$ cat src/design/tick_driven_multi_timer_core_macros.svh
// assertion macros shared by the timer core files
`ifndef TICK_DRIVEN_MULTI_TIMER_CORE_MACROS_SVH
`define TICK_DRIVEN_MULTI_TIMER_CORE_MACROS_SVH
`ifndef SYNTHESIS
`define TDMT_ASSERT(lbl, clk, rst_n, prop, msg) \
  lbl: assert property (@(posedge clk) disable iff (!rst_n) (prop)) else $error(msg);
`define TDMT_ASSERT_RST(lbl, clk, prop, msg) \
  lbl: assert property (@(posedge clk) (prop)) else $error(msg);
`else
`define TDMT_ASSERT(lbl, clk, rst_n, prop, msg)
`define TDMT_ASSERT_RST(lbl, clk, prop, msg)
`endif
`endif

$ cat src/design/tdmt_pkg.sv
package tdmt_pkg;
  localparam int unsigned NumChannels = 8;
  localparam int unsigned CountBits = 32;
  localparam int unsigned ChBits = 3;
  localparam int unsigned QDepth = 2;

  typedef enum logic [2:0] {
    OP_TICK = 3'd0, OP_INIT = 3'd1, OP_REMOVE = 3'd2, OP_PAUSE = 3'd3,
    OP_RESUME = 3'd4, OP_SET_PERIOD = 3'd5, OP_SET_CB = 3'd6, OP_READ = 3'd7
  } opcode_e;

  typedef struct packed {
    opcode_e     op;
    logic [2:0]  channel;
    logic [31:0] period;
    logic        repeat_req;
    logic        callback_on;
    logic [7:0]  accept_mask;
  } cmd_t;

  typedef struct packed {
    logic [7:0]  period_mask;
    logic [7:0]  alarm_mask;
    logic [7:0]  fire_mask;
    logic [31:0] read_counter;
    logic [31:0] read_events;
    logic [31:0] read_callbacks;
    logic        read_running;
    logic        read_present;
    logic [31:0] base_ticks;
    logic [31:0] base_callbacks;
  } res_t;
endpackage

$ cat src/design/tdmt_front.sv
// accepts and decodes items, zero period clamped, into a short command queue
module tdmt_front (
  input  logic            clk_i,
  input  logic            rst_ni,
  input  logic            in_valid_i,
  output logic            in_ready_o,
  input  logic [55:0]     in_data_i,
  output logic            cmd_valid_o,
  input  logic            cmd_ready_i,
  output tdmt_pkg::cmd_t  cmd_o
);
  import tdmt_pkg::*;
  `include "tick_driven_multi_timer_core_macros.svh"

  cmd_t       mem_q [QDepth];
  logic       wp_q, rp_q;
  logic [1:0] cnt_q;
  cmd_t       dec;
  logic       push, pop;

  always_comb begin
    dec.op          = opcode_e'(in_data_i[2:0]);
    dec.channel     = in_data_i[5:3];
    dec.period      = (in_data_i[37:6] == 32'd0) ? 32'd1 : in_data_i[37:6];
    dec.repeat_req  = in_data_i[38];
    dec.callback_on = in_data_i[39];
    dec.accept_mask = in_data_i[47:40];
  end

  assign in_ready_o  = (cnt_q != 2'(QDepth));
  assign push        = in_valid_i && in_ready_o;
  assign cmd_valid_o = (cnt_q != 2'd0);
  assign pop         = cmd_valid_o && cmd_ready_i;
  assign cmd_o       = mem_q[rp_q];

  always_ff @(posedge clk_i) begin
    if (push) mem_q[wp_q] <= dec;
  end

  always_ff @(posedge clk_i or negedge rst_ni) begin
    if (!rst_ni) begin
      wp_q <= 1'b0; rp_q <= 1'b0; cnt_q <= 2'd0;
    end else begin
      if (push) wp_q <= ~wp_q;
      if (pop) rp_q <= ~rp_q;
      cnt_q <= cnt_q + 2'(push) - 2'(pop);
    end
  end

  `TDMT_ASSERT(a_q_bound, clk_i, rst_ni, cnt_q <= 2'(QDepth), "queue overfilled")
  `TDMT_ASSERT(a_no_push_full, clk_i, rst_ni, (cnt_q == 2'(QDepth)) |-> !push,
    "push into full queue")
  `TDMT_ASSERT(a_pop_nonempty, clk_i, rst_ni, pop |-> cnt_q != 2'd0, "pop from empty")
endmodule

$ cat src/design/tdmt_back.sv
// executes commands; a tick walks channels one per cycle, but a running
// channel holds it while its modulo check runs as a restoring divider
module tdmt_back (
  input  logic            clk_i,
  input  logic            rst_ni,
  input  logic            cmd_valid_i,
  output logic            cmd_ready_o,
  input  tdmt_pkg::cmd_t  cmd_i,
  output logic            res_valid_o,
  input  logic            res_ready_i,
  output tdmt_pkg::res_t  res_o
);
  import tdmt_pkg::*;
  `include "tick_driven_multi_timer_core_macros.svh"

  typedef enum logic [4:0] {
    S_IDLE = 5'b00001, S_CHAN = 5'b00010, S_DIV = 5'b00100,
    S_UPD = 5'b01000, S_OUT = 5'b10000
  } state_e;

  state_e state_q, state_d;
  logic [NumChannels-1:0] pres_q, run_q, rep_q, cb_q;
  logic [31:0] per_q [NumChannels];
  logic [31:0] ctr_q [NumChannels];
  logic [31:0] evt_q [NumChannels];
  logic [31:0] cbc_q [NumChannels];
  logic [31:0] ticks_q, cbt_q;
  cmd_t        cmd_q;
  logic [2:0]  idx_q;
  logic [31:0] newc_q, rem_q, quo_q;
  logic [4:0]  bit_q;
  logic [7:0]  pm_q, am_q, fm_q;
  res_t        res_q, res_d;
  logic        rv_q;
  logic [32:0] trial;
  logic [31:0] cur_per;
  logic        zero_rem;

  assign cmd_ready_o = (state_q == S_IDLE) && !rv_q;
  assign res_valid_o = rv_q;
  assign res_o       = res_q;
  assign cur_per     = per_q[idx_q];
  assign trial       = {rem_q, quo_q[31]};
  assign zero_rem    = (rem_q == 32'd0);

  always_comb begin
    state_d = state_q;
    unique case (state_q)
      S_IDLE: if (cmd_valid_i && cmd_ready_o)
                state_d = (cmd_i.op == OP_TICK) ? S_CHAN : S_OUT;
      S_CHAN: if (pres_q[idx_q] && run_q[idx_q]) state_d = S_DIV;
              else if (idx_q == 3'(NumChannels-1)) state_d = S_OUT;
      S_DIV:  if (bit_q == 5'd31) state_d = S_UPD;
      S_UPD:  state_d = (idx_q == 3'(NumChannels-1)) ? S_OUT : S_CHAN;
      S_OUT:  state_d = S_IDLE;
      default: state_d = S_IDLE;
    endcase
  end

  always_comb begin
    res_d = '0;
    res_d.period_mask    = pm_q;
    res_d.alarm_mask     = am_q;
    res_d.fire_mask      = fm_q;
    res_d.base_ticks     = ticks_q;
    res_d.base_callbacks = cbt_q;
    if (cmd_q.op == OP_READ) begin
      res_d.read_counter   = ctr_q[cmd_q.channel];
      res_d.read_events    = evt_q[cmd_q.channel];
      res_d.read_callbacks = cbc_q[cmd_q.channel];
      res_d.read_running   = run_q[cmd_q.channel];
      res_d.read_present   = pres_q[cmd_q.channel];
    end
  end

  always_ff @(posedge clk_i or negedge rst_ni) begin
    if (!rst_ni) begin
      state_q <= S_IDLE; rv_q <= 1'b0;
      pres_q <= '0; run_q <= '0; rep_q <= '0; cb_q <= '0;
      ticks_q <= '0; cbt_q <= '0; idx_q <= '0;
      cmd_q <= '0; newc_q <= '0; rem_q <= '0; quo_q <= '0; bit_q <= '0;
      pm_q <= '0; am_q <= '0; fm_q <= '0; res_q <= '0;
      for (int i = 0; i < NumChannels; i++) begin
        per_q[i] <= 32'd1; ctr_q[i] <= '0; evt_q[i] <= '0; cbc_q[i] <= '0;
      end
    end else begin
      state_q <= state_d;
      if (rv_q && res_ready_i) rv_q <= 1'b0;
      unique case (state_q)
        S_IDLE: if (cmd_valid_i && cmd_ready_o) begin
          cmd_q <= cmd_i; idx_q <= '0;
          pm_q <= '0; am_q <= '0; fm_q <= '0;
          if (cmd_i.op == OP_TICK) ticks_q <= ticks_q + 32'd1;
        end
        S_CHAN: begin
          if (pres_q[idx_q] && run_q[idx_q]) begin
            newc_q <= ctr_q[idx_q] + 32'd1;
            quo_q  <= ctr_q[idx_q] + 32'd1;
            rem_q  <= '0; bit_q <= '0;
          end else idx_q <= idx_q + 3'd1;
        end
        S_DIV: begin
          // restoring step: shift one dividend bit in, subtract if it fits
          if (trial >= {1'b0, cur_per}) rem_q <= 32'(trial - {1'b0, cur_per});
          else rem_q <= trial[31:0];
          quo_q <= {quo_q[30:0], 1'b0};
          bit_q <= bit_q + 5'd1;
        end
        S_UPD: begin
          // a repeating channel restarts once its alarm fires
          ctr_q[idx_q] <= (zero_rem && (newc_q == cur_per) && rep_q[idx_q]) ? '0 : newc_q;
          if (zero_rem) begin
            evt_q[idx_q] <= evt_q[idx_q] + 32'd1;
            pm_q[idx_q] <= 1'b1;
            if (newc_q == cur_per) begin
              am_q[idx_q] <= 1'b1;
              if (cb_q[idx_q] && cmd_q.accept_mask[idx_q]) begin
                cbc_q[idx_q] <= cbc_q[idx_q] + 32'd1;
                cbt_q <= cbt_q + 32'd1;
                fm_q[idx_q] <= 1'b1;
              end
            end
          end
          idx_q <= idx_q + 3'd1;
        end
        S_OUT: begin
          rv_q <= 1'b1;
          res_q <= res_d;
          case (cmd_q.op)
            OP_INIT: begin
              pres_q[cmd_q.channel] <= 1'b1; run_q[cmd_q.channel] <= 1'b1;
              rep_q[cmd_q.channel] <= cmd_q.repeat_req;
              cb_q[cmd_q.channel] <= cmd_q.callback_on;
              per_q[cmd_q.channel] <= cmd_q.period;
              ctr_q[cmd_q.channel] <= '0; evt_q[cmd_q.channel] <= '0;
              cbc_q[cmd_q.channel] <= '0;
            end
            OP_REMOVE: begin
              pres_q[cmd_q.channel] <= 1'b0; run_q[cmd_q.channel] <= 1'b0;
              cb_q[cmd_q.channel] <= 1'b0;
              evt_q[cmd_q.channel] <= '0; cbc_q[cmd_q.channel] <= '0;
            end
            OP_PAUSE:  run_q[cmd_q.channel] <= 1'b0;
            OP_RESUME: run_q[cmd_q.channel] <= 1'b1;
            OP_SET_PERIOD: begin
              per_q[cmd_q.channel] <= cmd_q.period;
              ctr_q[cmd_q.channel] <= '0;
            end
            OP_SET_CB: begin
              cb_q[cmd_q.channel] <= cmd_q.callback_on;
              if (cmd_q.callback_on) ctr_q[cmd_q.channel] <= '0;
            end
            default: ;
          endcase
        end
        default: ;
      endcase
    end
  end

  `TDMT_ASSERT(a_onehot, clk_i, rst_ni, $onehot(state_q), "state not one-hot")
  `TDMT_ASSERT(a_out_valid, clk_i, rst_ni, (state_q == S_OUT) |=> rv_q,
    "result not raised")
  `TDMT_ASSERT(a_busy, clk_i, rst_ni, (state_q != S_IDLE) |-> !cmd_ready_o,
    "ready while busy")
endmodule

$ cat src/design/tick_driven_multi_timer_core.sv
// Eight-channel tick-driven timer bank. Each item gives exactly one result.
// A non-tick operation passes from the idle state to the output state, which
// loads the result register. A tick walks all eight channels one per cycle,
// but each present and running channel holds the walk while a shared 32-step
// restoring divider tests its counter against the period, then an update state
// records the outcome. A two-entry command queue lets the input side accept
// while the executor works; results wait in an output register.
module tick_driven_multi_timer_core (
  input  logic         clk_i,
  input  logic         rst_ni,
  input  logic         s_axis_tvalid,
  output logic         s_axis_tready,
  // opcode[2:0], channel[5:3], period_ms[37:6], repeat_req[38],
  // callback_on[39], accept_mask[47:40], zero fill
  input  logic [55:0]  s_axis_tdata,
  output logic         m_axis_tvalid,
  input  logic         m_axis_tready,
  // period_mask[7:0], alarm_mask[15:8], fire_mask[23:16], read_counter[55:24],
  // read_events[87:56], read_callbacks[119:88], read_running[120],
  // read_present[121], base_ticks[153:122], base_callbacks[185:154], zero fill
  output logic [191:0] m_axis_tdata
);
  import tdmt_pkg::*;

  logic cmd_valid, cmd_ready;
  cmd_t cmd;
  res_t res;

  tdmt_front u_front (
    .clk_i, .rst_ni,
    .in_valid_i(s_axis_tvalid), .in_ready_o(s_axis_tready), .in_data_i(s_axis_tdata),
    .cmd_valid_o(cmd_valid), .cmd_ready_i(cmd_ready), .cmd_o(cmd)
  );

  tdmt_back u_back (
    .clk_i, .rst_ni,
    .cmd_valid_i(cmd_valid), .cmd_ready_o(cmd_ready), .cmd_i(cmd),
    .res_valid_o(m_axis_tvalid), .res_ready_i(m_axis_tready), .res_o(res)
  );

  assign m_axis_tdata = {6'd0, res.base_callbacks, res.base_ticks, res.read_present,
                         res.read_running, res.read_callbacks, res.read_events,
                         res.read_counter, res.fire_mask, res.alarm_mask,
                         res.period_mask};
endmodule

$ cat config.mk
export PLATFORM = sky130hd
export DESIGN_NAME = tick_driven_multi_timer_core
export DESIGN_NICKNAME = d
export VERILOG_FILES = /design/src/design/tdmt_pkg.sv /design/src/design/tdmt_front.sv /design/src/design/tdmt_back.sv /design/src/design/tick_driven_multi_timer_core.sv
export VERILOG_INCLUDE_DIRS = /design/src /design/src/design
export SDC_FILE = /design/constraint.sdc
export NUM_CORES = 2
export LEC_CHECK = 0
export BUFFER_PORTS_ARGS = -buffer_cell sky130_fd_sc_hd__buf_4
export CAP_MARGIN = 20
export CORE_MARGIN = 4
export CORE_UTILIZATION = 30
export CTS_BUF_LIST = sky130_fd_sc_hd__clkbuf_16
export DETAILED_ROUTE_END_ITERATION = 10
export GPL_TIMING_DRIVEN = 0
export PLACE_DENSITY = 0.5
export SYNTH_ARGS = -nofsm -noshare
export SYNTH_HDL_FRONTEND = slang
export SYNTH_SLANG_ARGS = --single-unit
$ cat constraint.sdc
create_clock -name clk_i -period 4.6 [get_ports clk_i]
set_input_delay 0.92 -clock clk_i [delete_from_list [all_inputs] [get_ports clk_i]]
set_output_delay 0.92 -clock clk_i [all_outputs]
set_load 0.005 [all_outputs]
==> impl_table.tex <==
\begin{tabular}{lr}
\hline
Metric & Value \\
\hline
\multicolumn{2}{l}{\textbf{Status}} \\
Result of the run & finished, violations left \\
Violations in the final reports & setup timing \\
\multicolumn{2}{l}{\textbf{Clock tree}} \\
Max Root-Sink Buffers & 3 \\
Clock tree root buffer cell & sky130\_fd\_sc\_hd\_\_clkbuf\_16 \\
Clock-pin slew on the worst setup and hold paths & 0.06 ns \\
Clock latency at the later pin of the worst-skew pair & 0.88 ns \\
Clock tree from TritonCTS & yes \\
Level count of the clock H-tree & 4 \\
Number of hold buffers added after cts & 0 \\
Clock sinks & between 1500 and 2000 \\
Inserted Clock Buffers & 180 \\
\multicolumn{2}{l}{\textbf{Floorplan}} \\
Width of the die & slightly above 500 microns \\
Die span in y & between 500 and 600 microns \\
Die area & 0.2572 sq mm \\
Row count & between 150 and 200 \\
IO Count & 254 \\
Starting density of the core & 0.3028 \\
Area of the core region & around 0.25 sq mm \\
\multicolumn{2}{l}{\textbf{Run}} \\
Number of max-cap violations & 0 \\
\multicolumn{2}{l}{\textbf{GRT}} \\
Antenna violations before repair & 38 \\
Overflow left after global routing & 0 \\
Maximum number of pins on one net before global-route repair & approximately 170 \\
First-pass GRT wire length & 528700 microns \\
Total track usage & 0.2929 \\
Vias in the first global route & $\sim$62000 \\
\multicolumn{2}{l}{\textbf{Detailed routing}} \\
Total length of routed wires & 388200 microns \\
Final routed DRC violation total & 0 \\
Violation count after the first detailed-route iteration & 8918 \\
Via count & around 65000 \\
Count of antenna-violating nets left after detailed routing & 0 \\
Post-detailed-route wirelength per cell & 36.44 microns \\
Detailed-router iteration count before antenna repair & 8 \\
Vias per Instance & between 6 and 7 \\
\multicolumn{2}{l}{\textbf{Worst setup path}} \\
Launch instance of the worst register-to-register path & u\_back.idx\_q[1] \\
Worst path slowest cell & sky130\_fd\_sc\_hd\_\_o21ai\_0 \\
Worst endpoint data arrival time & around 5.4 ns \\
Critical path's most frequent cell & sky130\_fd\_sc\_hd\_\_buf\_6 \\
Family with the most delay on the worst path & buffers and inverters \\
FF-to-FF setup slack & -0.09 ns \\
Critical Path Start & u\_back.idx\_q[1] \\
Crit path buf inv count & 5 \\
Critical Path, Cell by Cell & buf\_6 > buf\_6 > nor2b\_2 > clkbuf\_16 > buf\_4 > nand2\_2 > o21ai\_0 > nand2\_1 > clkbuf\_1 > a22o\_1 \\
End of the worst register-to-register path & u\_back.evt\_q[187] \\
Critical path class & register to register \\
Critical path fanouts, max & 10 \\
CP max stage delay & 0.82 ns \\
Req. time, crit path & 5.33 ns \\
Crit end category & register \\
Startpoint kind of the worst setup timing path & register \\
Depth of the most critical reg-to-reg path & 10 \\
\multicolumn{2}{l}{\textbf{STA}} \\
Setup repair after global routing missed its margin & yes \\
Number of endpoints failing setup at the final stage & 68 \\
Accumulated negative setup slack & -2.553 ns \\
Hold violation total from the final report & 0 \\
Number of pins exceeding their max-slew limit in the final report & 0 \\
Final critical delay including setup and external delays & approximately 4.7 ns \\
Maximum operating frequency & roughly 210 MHz \\
Slew of the pin with the lowest slew margin & about 1.3 ns \\
Share of the clock period used by the worst path & 1.019 \\
Worst slew margin relative to its limit & 0.1018 \\
Largest clock skew in the final design & around 0.088 ns \\
Post-route setup slack & -0.08864 ns \\
\multicolumn{2}{l}{\textbf{Finish}} \\
Post-layout nets & approximately 7200 \\
Footprint of the multi-input gates & $\sim$0.033 sq mm \\
Cell Count, Final, Fillers Out & approximately 11000 \\
P\&R area growth vs syn & 21.64\% \\
Post-route cell area & roughly 0.091 sq mm \\
Share of cells above drive strength 1 & 0.2189 \\
Sequential standard cell area & between 0.04 and 0.05 sq mm \\
Number of fill cells & 24442 \\
\multicolumn{2}{l}{\textbf{Placement}} \\
Buffers on Ports & 239 \\
DPL Wire Length & 267500 microns \\
Gp weighted congestion & around 1.0 \\
Setup Slack @ Placement & -2.571 ns \\
Instance area at placement & roughly 0.082 sq mm \\
Placed cells & 10222 \\
\multicolumn{2}{l}{\textbf{Synthesis}} \\
Post-Syn Instances & about 6600 \\
Library cells used by synthesis & between 90 and 100 \\
Synthesized flop and latch total & between 1500 and 2000 \\
Post-Syn Area & between 0.07 and 0.08 sq mm \\
Sequential fraction of the synthesis area & 0.5383 \\
Mean instance size in the synthesized netlist & $\sim$11 sq um \\
Cell type with the largest total area after synthesis & sky130\_fd\_sc\_hd\_\_dfrtp\_1 \\
Async SR Flop Fraction & 0.9395 \\
Count of flip-flops with a built-in enable after synthesis & 96 \\
Commonest cells in the netlist & sky130\_fd\_sc\_hd\_\_dfrtp\_1, sky130\_fd\_sc\_hd\_\_nand2\_1, sky130\_fd\_sc\_hd\_\_a22o\_1 \\
Most frequently used flop master after synthesis & sky130\_fd\_sc\_hd\_\_dfrtp\_1 \\
Top post-synthesis cells by area & sky130\_fd\_sc\_hd\_\_dfrtp\_1, sky130\_fd\_sc\_hd\_\_a22o\_1, sky130\_fd\_sc\_hd\_\_mux2\_2 \\
Area share of the largest cell type after synthesis & 0.4965 \\
Synthesis Warnings & 0 \\
Most common cell in the synthesized netlist & sky130\_fd\_sc\_hd\_\_dfrtp\_1 \\
\multicolumn{2}{l}{\textbf{Pwr}} \\
Max IR drop VDD & roughly 0.41 mV \\
Final Power & 45.10 mW \\
Total power per unit cell area & about 500 mW/mm\^{}2 \\
Leak Pwr & 40.26 nW \\
\multicolumn{2}{l}{\textbf{Hold path}} \\
Hold Path Class & input pin to asynchronous set/reset pin \\
\hline
\end{tabular}
## layout by cell type, fill, tap and decap left out, types with 34 or more instances in the layout
master and n:
sky130_fd_sc_hd__a21oi_1 96, sky130_fd_sc_hd__mux4_2 98, sky130_fd_sc_hd__buf_1 39, sky130_fd_sc_hd__xnor2_1 94, sky130_fd_sc_hd__clkbuf_1 224, sky130_fd_sc_hd__nand2_1 913, sky130_fd_sc_hd__mux2_2 358, sky130_fd_sc_hd__clkinv_2 39
sky130_fd_sc_hd__dfrtp_1 1482, sky130_fd_sc_hd__mux2i_1 189, sky130_fd_sc_hd__nand4_1 80, sky130_fd_sc_hd__buf_8 70, sky130_fd_sc_hd__xor2_1 75, sky130_fd_sc_hd__diode_2 44, sky130_fd_sc_hd__a22o_1 538, sky130_fd_sc_hd__a221oi_1 116
sky130_fd_sc_hd__edfxtp_1 96, sky130_fd_sc_hd__o2bb2ai_1 109, sky130_fd_sc_hd__nand3_1 130, sky130_fd_sc_hd__buf_4 321, sky130_fd_sc_hd__ha_1 39, sky130_fd_sc_hd__clkbuf_16 182, sky130_fd_sc_hd__nor4_1 40, sky130_fd_sc_hd__buf_6 54
sky130_fd_sc_hd__o22ai_1 34, sky130_fd_sc_hd__nor2_1 136, sky130_fd_sc_hd__o21ai_0 449, sky130_fd_sc_hd__clkbuf_2 99, sky130_fd_sc_hd__nor3_1 48, sky130_fd_sc_hd__a22oi_1 351, sky130_fd_sc_hd__inv_1 70
## layout make-up
cell class / count / area share
clock buffers: 181 / 0.04982
flip-flops and latches: 1588 / 0.4425
clock inverters: 155 / 0.01569
diodes: 44 / 0.001211
multi-input cells: 4435 / 0.3658
repair buffers: 377 / 0.04035
plain buffers: 531 / 0.03770
well taps: 3312 / 0.04558
inverters: 30 / 0.001307
## stage by stage
stage               utilization  hold WS, ns
finish                   0.3683      0.03952
global route             0.3679      0.06718
CTS                      0.3648      0.01925
detailed placement       0.3330       0.4553
global placement         0.3269       0.4585
floorplan                     -       0.4386
## registers in the layout (all words and copies together) (netlist names), 32 cells and up, named ones only
register and count:
u_back.cbc_q 256, u_back.cbt_q 32, u_back.cmd_q 48, u_back.ctr_q 256, u_back.evt_q 256, u_back.newc_q 32
u_back.per_q 256, u_back.quo_q 32, u_back.rem_q 32, u_back.res_o 186, u_back.ticks_q 32, u_front.mem_q 96
## cells by family after synthesis
group                    share of synthesized area
XOR/XNOR                                   0.02432
adder cells (fa/ha/maj)                   0.007466
AO/OA/AOI/OAI                               0.1897
other                                   0.00005017
multiplexers                                0.1105
flip-flops                                  0.5383
buffers and inverters                      0.03400
AND/OR/NAND/NOR                            0.09576
## per-layer routing
layer | global-route usage | share of wire
met1 | 0.3782 | 0.39
met2 | 0.4099 | 0.41
met3 | 0.1067 | 0.12
met4 | 0.1924 | 0.080
met5 | 0.005000 | 0.00074
## power by group
part | leakage (nW) | internal (mW) | total, mW | switching, mW
registers | 21.6 | 15.4 | 16.3 | 0.969
clock network | 3.06 | 8.28 | 14.8 | 6.52
logic | 15.6 | 4.02 | 14.0 | 9.93
total | 40.3 | 27.7 | 45.1 | 17.4
## what timing repair did
item,in CTS,in global routing
setup endpoints to repair,918,800
pin swaps,30,18
cloned,0,1
buffers inserted,38,17
gates resized for setup,394,172
## worst max path at each step
stage | slack, ns | end | cells after the start
detailed placement | -2.57 | u_back.cbc_q[158] | 16
floorplan | 0.19 | u_back.rem_q[25] | 19
global route | -0.04 | u_back.cbc_q[7] | 16
finish | -0.09 | u_back.evt_q[187] | 10
global placement | -16.58 | u_back.cmd_q[33] | 1
CTS | -0.03 | u_back.ctr_q[80] | 13
Power figures use the tool's default switching activity.
